==> config.mk <==
export PLATFORM = sky130hd
export DESIGN_NAME = lrutd_cell
export DESIGN_NICKNAME = d
export VERILOG_FILES = /design/src/sv/lrutd_pkg.sv /design/src/sv/lrutd_cell.sv
export SDC_FILE = /design/constraint.sdc
export NUM_CORES = 1
export LEC_CHECK = 0
export BUFFER_PORTS_ARGS = -buffer_cell sky130_fd_sc_hd__buf_2
export CAP_MARGIN = 10
export CELL_PAD_IN_SITES_DETAIL_PLACEMENT = 0
export CELL_PAD_IN_SITES_GLOBAL_PLACEMENT = 2
export CORE_ASPECT_RATIO = 0.7
export CORE_MARGIN = 4
export CORE_UTILIZATION = 25
export DETAILED_ROUTE_END_ITERATION = 8
export PLACE_DENSITY_LB_ADDON = 0.3
export SLEW_MARGIN = 20
export SYNTH_ARGS = -nofsm -noshare
export SYNTH_HDL_FRONTEND = slang
export SYNTH_SLANG_ARGS = --single-unit
==> constraint.sdc <==
create_clock -name clk_i -period 3.7 [get_ports clk_i]
set_input_delay 0.74 -clock clk_i [delete_from_list [all_inputs] [get_ports clk_i]]
set_output_delay 0.74 -clock clk_i [all_outputs]
set_load 0.01 [all_outputs]
==> src/sv/lrutd_pkg.sv <==
`timescale 1ns / 1ps
`default_nettype none
package lrutd_pkg;
  localparam int MAX_LINES  = 128;
  localparam int LAYER_BITS = 16;
  localparam int STAMP_BITS = 48;
  localparam int IDX_W      = $clog2(MAX_LINES);
  localparam int NUM_W      = $clog2(MAX_LINES + 1);
  localparam int CNT_W      = 32;
  localparam int OUT_IDX_W  = 7;

  typedef enum logic [1:0] {
    FN_LOOKUP   = 2'd0,
    FN_PROBE    = 2'd1,
    FN_PREFETCH = 2'd2,
    FN_FLUSH    = 2'd3
  } func_e;

  typedef enum logic [1:0] {
    ST_IDLE,
    ST_SCAN,
    ST_FIN
  } state_e;

  localparam logic [2:0] REG_LINES_ADDR = 3'd0;

  // partial search result handed from cell to cell
  typedef struct packed {
    logic                  found;
    logic [IDX_W-1:0]      fidx;
    logic                  inv;
    logic [IDX_W-1:0]      iidx;
    logic [STAMP_BITS-1:0] bstamp;
    logic [IDX_W-1:0]      bidx;
  } carry_t;

  // line update broadcast from the controller
  typedef struct packed {
    logic                  flush;
    logic                  we;
    logic                  fill;
    logic [IDX_W-1:0]      idx;
    logic [STAMP_BITS-1:0] stamp;
    logic [7:0]            model;
    logic [LAYER_BITS-1:0] layer;
  } upd_t;
endpackage
`default_nettype wire

==> src/sv/lrutd_cell.sv <==
`timescale 1ns / 1ps
`default_nettype none
module lrutd_cell (
  input  logic                            clk_i,
  input  logic                            rst_ni,
  input  logic [lrutd_pkg::IDX_W-1:0]     idx_i,
  input  logic                            in_use_i,
  input  logic [7:0]                      model_i,
  input  logic [lrutd_pkg::LAYER_BITS-1:0] layer_i,
  input  logic                            wave_i,
  input  lrutd_pkg::carry_t               carry_i,
  input  lrutd_pkg::upd_t                 upd_i,
  output logic                            wave_o,
  output lrutd_pkg::carry_t               carry_o
);
  import lrutd_pkg::*;

  logic                  valid_q;
  logic [7:0]            model_q;
  logic [LAYER_BITS-1:0] layer_q;
  logic [STAMP_BITS-1:0] stamp_q;
  logic                  wave_q;
  carry_t                carry_q, carry_d;

  always_comb begin
    carry_d = carry_i;
    if (in_use_i) begin
      if (!carry_i.found && valid_q && model_q == model_i && layer_q == layer_i) begin
        carry_d.found = 1'b1;
        carry_d.fidx  = idx_i;
      end
      if (!carry_i.inv && !valid_q) begin
        carry_d.inv  = 1'b1;
        carry_d.iidx = idx_i;
      end
      // strict less keeps the lowest index among equal stamps
      if (idx_i == '0 || stamp_q < carry_i.bstamp) begin
        carry_d.bstamp = stamp_q;
        carry_d.bidx   = idx_i;
      end
    end
  end

  always_ff @(posedge clk_i or negedge rst_ni) begin
    if (!rst_ni) begin
      valid_q <= 1'b0;
      wave_q  <= 1'b0;
    end else begin
      wave_q <= wave_i;
      if (upd_i.flush) begin
        valid_q <= 1'b0;
      end else if (upd_i.we && upd_i.fill && upd_i.idx == idx_i) begin
        valid_q <= 1'b1;
      end
    end
  end

  always_ff @(posedge clk_i) begin
    if (wave_i) begin
      carry_q <= carry_d;
    end
    if (!upd_i.flush && upd_i.we && upd_i.idx == idx_i) begin
      stamp_q <= upd_i.stamp;
      if (upd_i.fill) begin
        model_q <= upd_i.model;
        layer_q <= upd_i.layer;
      end
    end
  end

  assign wave_o  = wave_q;
  assign carry_o = carry_q;
endmodule
`default_nettype wire

==> metrics.txt <==
run status finished clean; Final Cycle Share 82.18%; first-pass GRT wire length about 29,000 microns; CP max FO 28; filler cell count between 2,000 and 3,000; element type at the critical path end flop; worst reg2reg path depth 8; Routed Antenna Nets 0; number of flops mapped to enable cells by yosys 143; worst flop-to-flop path endpoint carry_o[35]; Crit Path Category in -> reg; most frequent cells in the layout buf_2, edfxtp_1, inv_1; sequential cell area 4344 sq um; post-synthesis register bit count around 150; initial antenna violation count 4; Worst slew margin between 50% and 60%; Internal between 2000 and 3000 uW; RR Startpoint stamp_q[43]; HPWL after detailed placement about 15,000 microns; Setup Viol. Count Final 0; gr usage total 12.80%; combinational power share 10.6%; first-pass detailed-route iteration total 4; PortBufs 259; Core Area ~27,000 sq um; RSZ-0062 raised after global routing false; WP data arrival 3210 ps; die width approximately 210 microns; Mapped Cells between 400 and 500; CTS Buf Count 17; Vias around 4,600; Post-CTS Setup Inserts 0; drt wl/cell 17.59 microns; Max H-tree Level 4; worst skew pair latency 430 ps; Net Sw Power between 900 and 1000 uW; Top FF cell, synth edfxtp_1; Worst-Margin Slew 743.0 ps; gpl congestion between 0.7 and 0.8; fin. max-slew vios 0; worst hold path class in -> async; clk_skew 13.11 ps; Initial Util about 26%; Cell variety after synth 40; footprint of the multi-input gates between 2000 and 2500 sq um; worst reg2reg setup slack approximately 670 ps; Die Height approximately 150 microns; CTS tree built; Clock Power Share between 40% and 50%; I/O pin cnt 260; Sw Ratio 24.62%; fin nets about 970; CTS Root Cell clkbuf_16; FFs w/ async S/R, synth 1.379%; critical path launch point type input pin; Die ar. between 30,000 and 40,000 sq um; Syn Area/Cell between 15 and 20 sq um; post-CTS sizing 0; CTS max path bufs 2; maximum clock rate roughly 0.33 GHz; CTS Sinks 145; crit path from carry_i[50]; Yosys warning total 0; PwrDens ~430 nW/um^2; Area growth, synth to finish 34.40%; Critical Path RT about 3900 ps; TNS Setup 0 ps; vias in the first global route roughly 5,000; Seq/Total Area, Yosys 62.89%; final WL ~20,000 microns; sequential share of power between 40% and 50%; Final min period 3040 ps; peak supply drop roughly 0.26 mV; Detailed Route Iter0 Violations approximately 110; Hold Buf Count CTS 0; final hold slack approximately 86 ps; Leakage around 0.004 uW; max cap viols 0; worst setup path endpoint carry_o[35]; Worst-path clk slew about 70 ps; leading cell type in the layout, fill and taps excluded buf_2; FP Rows 50; ratio of cells with drive above 1 in the final layout just under 50%; Mapped Area between 6000 and 7000 sq um; largest net degree at the start of global routing 73; Fin. Hold Viols 0; DRC viols 0; grt ovf 0; routed vias/inst approximately 4.1; syn nets between 600 and 700
## synthesized netlist by cell type (3+ instances only)
cell type    n  area (sq um)
a21o_1       7         52.55
mux2i_1      7         70.07
o21ai_0      3         15.01
edfxtp_1   143          4294
xor2_1      10         87.58
nand4_1     13         81.33
inv_1       55         206.5
mux2_2      42         473.0
xnor2_1     21         183.9
a21oi_1     16         80.08
nand3_1     12         60.06
ha_1        47         588.1
nand2_1     14         52.55
nor4_1       4         25.02
mux2_4      20         300.3
nor2_1       5         18.77
nand2b_1     3         18.77
## state kept, by name (all words and copies together), names as in the netlist
| name | cells |
|---|---|
| carry_o | 71 |
| layer_q | 16 |
| model_q | 8 |
| stamp_q | 48 |
| valid_q | 1 |
| wave_o | 1 |
## critical path, stage by stage
cell and delay [ps]:
buf_2 100, inv_1 40, ha_1 300, nand4_1 180, nor4_2 420, nand2_1 220, o2bb2ai_1 530, o21ai_4 130
buf_12 220, mux2_4 310
## layout make-up
type	count	share of cell area, %
Clock buffer	18	4.730
Timing Repair Buffer	264	14.88
Inverter	55	2.224
Antenna cell	4	0.1078
Sequential cell	145	46.79
Tap cell	364	4.906
Clock inverter	14	1.321
Multi-Input combinational cell	247	25.04
## metal layers
layer	vias to the layer above	global-route usage (%)	part of all wire [%]
met1	2196	17.07	46
li1	2250	-	-
met4	0	4.422	2.3
met5	-	0	0
met2	114	19.91	47
met3	22	3.751	5.0
## through the flow
| step | power (uW) | instance area (sq um) | std cells | worst slack (ps) | utilization [%] |
|---|---|---|---|---|---|
| final | 3964 | 9284 | 1111 | 659.5 | 34.43 |
| after global routing | 4159 | 9284 | 1111 | 429.8 | 34.43 |
| after CTS | 4043 | 9246 | 1106 | 565.0 | 34.29 |
| after detailed placement | 2353 | 8685 | 1074 | 126.0 | 32.21 |
| after global placement | 2347 | 8685 | 1074 | 107.3 | 32.21 |
| after floorplan | 2123 | 6924 | 452 | 21.18 | - |
## worst min path at each step
| stage | start | endpoint | slack (ps) | cells after the start |
|---|---|---|---|---|
| final | rst_ni | valid_q | 90 | 1 |
| after CTS | rst_ni | wave_o | 50 | 1 |
| after floorplan | rst_ni | valid_q | 440 | 0 |
| after detailed placement | rst_ni | wave_o | 530 | 1 |
| after global placement | rst_ni | wave_o | 530 | 1 |
| after global routing | rst_ni | valid_q | 50 | 1 |
## power by group through the flow
stage	combinational (uW)	clock, uW	sequential (uW)
CTS	429	1720	1890
floorplan	168	0	1960
global route	467	1800	1890
detailed placement	426	0	1930
finish	422	1650	1890
global placement	420	0	1930
## cells by family (layout without fill, tap and decap cells)
family	Yosys count	after routing	share of synthesized area [%]
flops	145	145	62.89
mux	69	69	12.21
simple gates	61	61	4.945
buf+inv	60	351	3.804
fa+ha+maj	47	47	8.513
compound gates	39	39	3.713
xor+xnor	31	31	3.930
other cells	0	4	0
(Power assumes the default switching activity.)
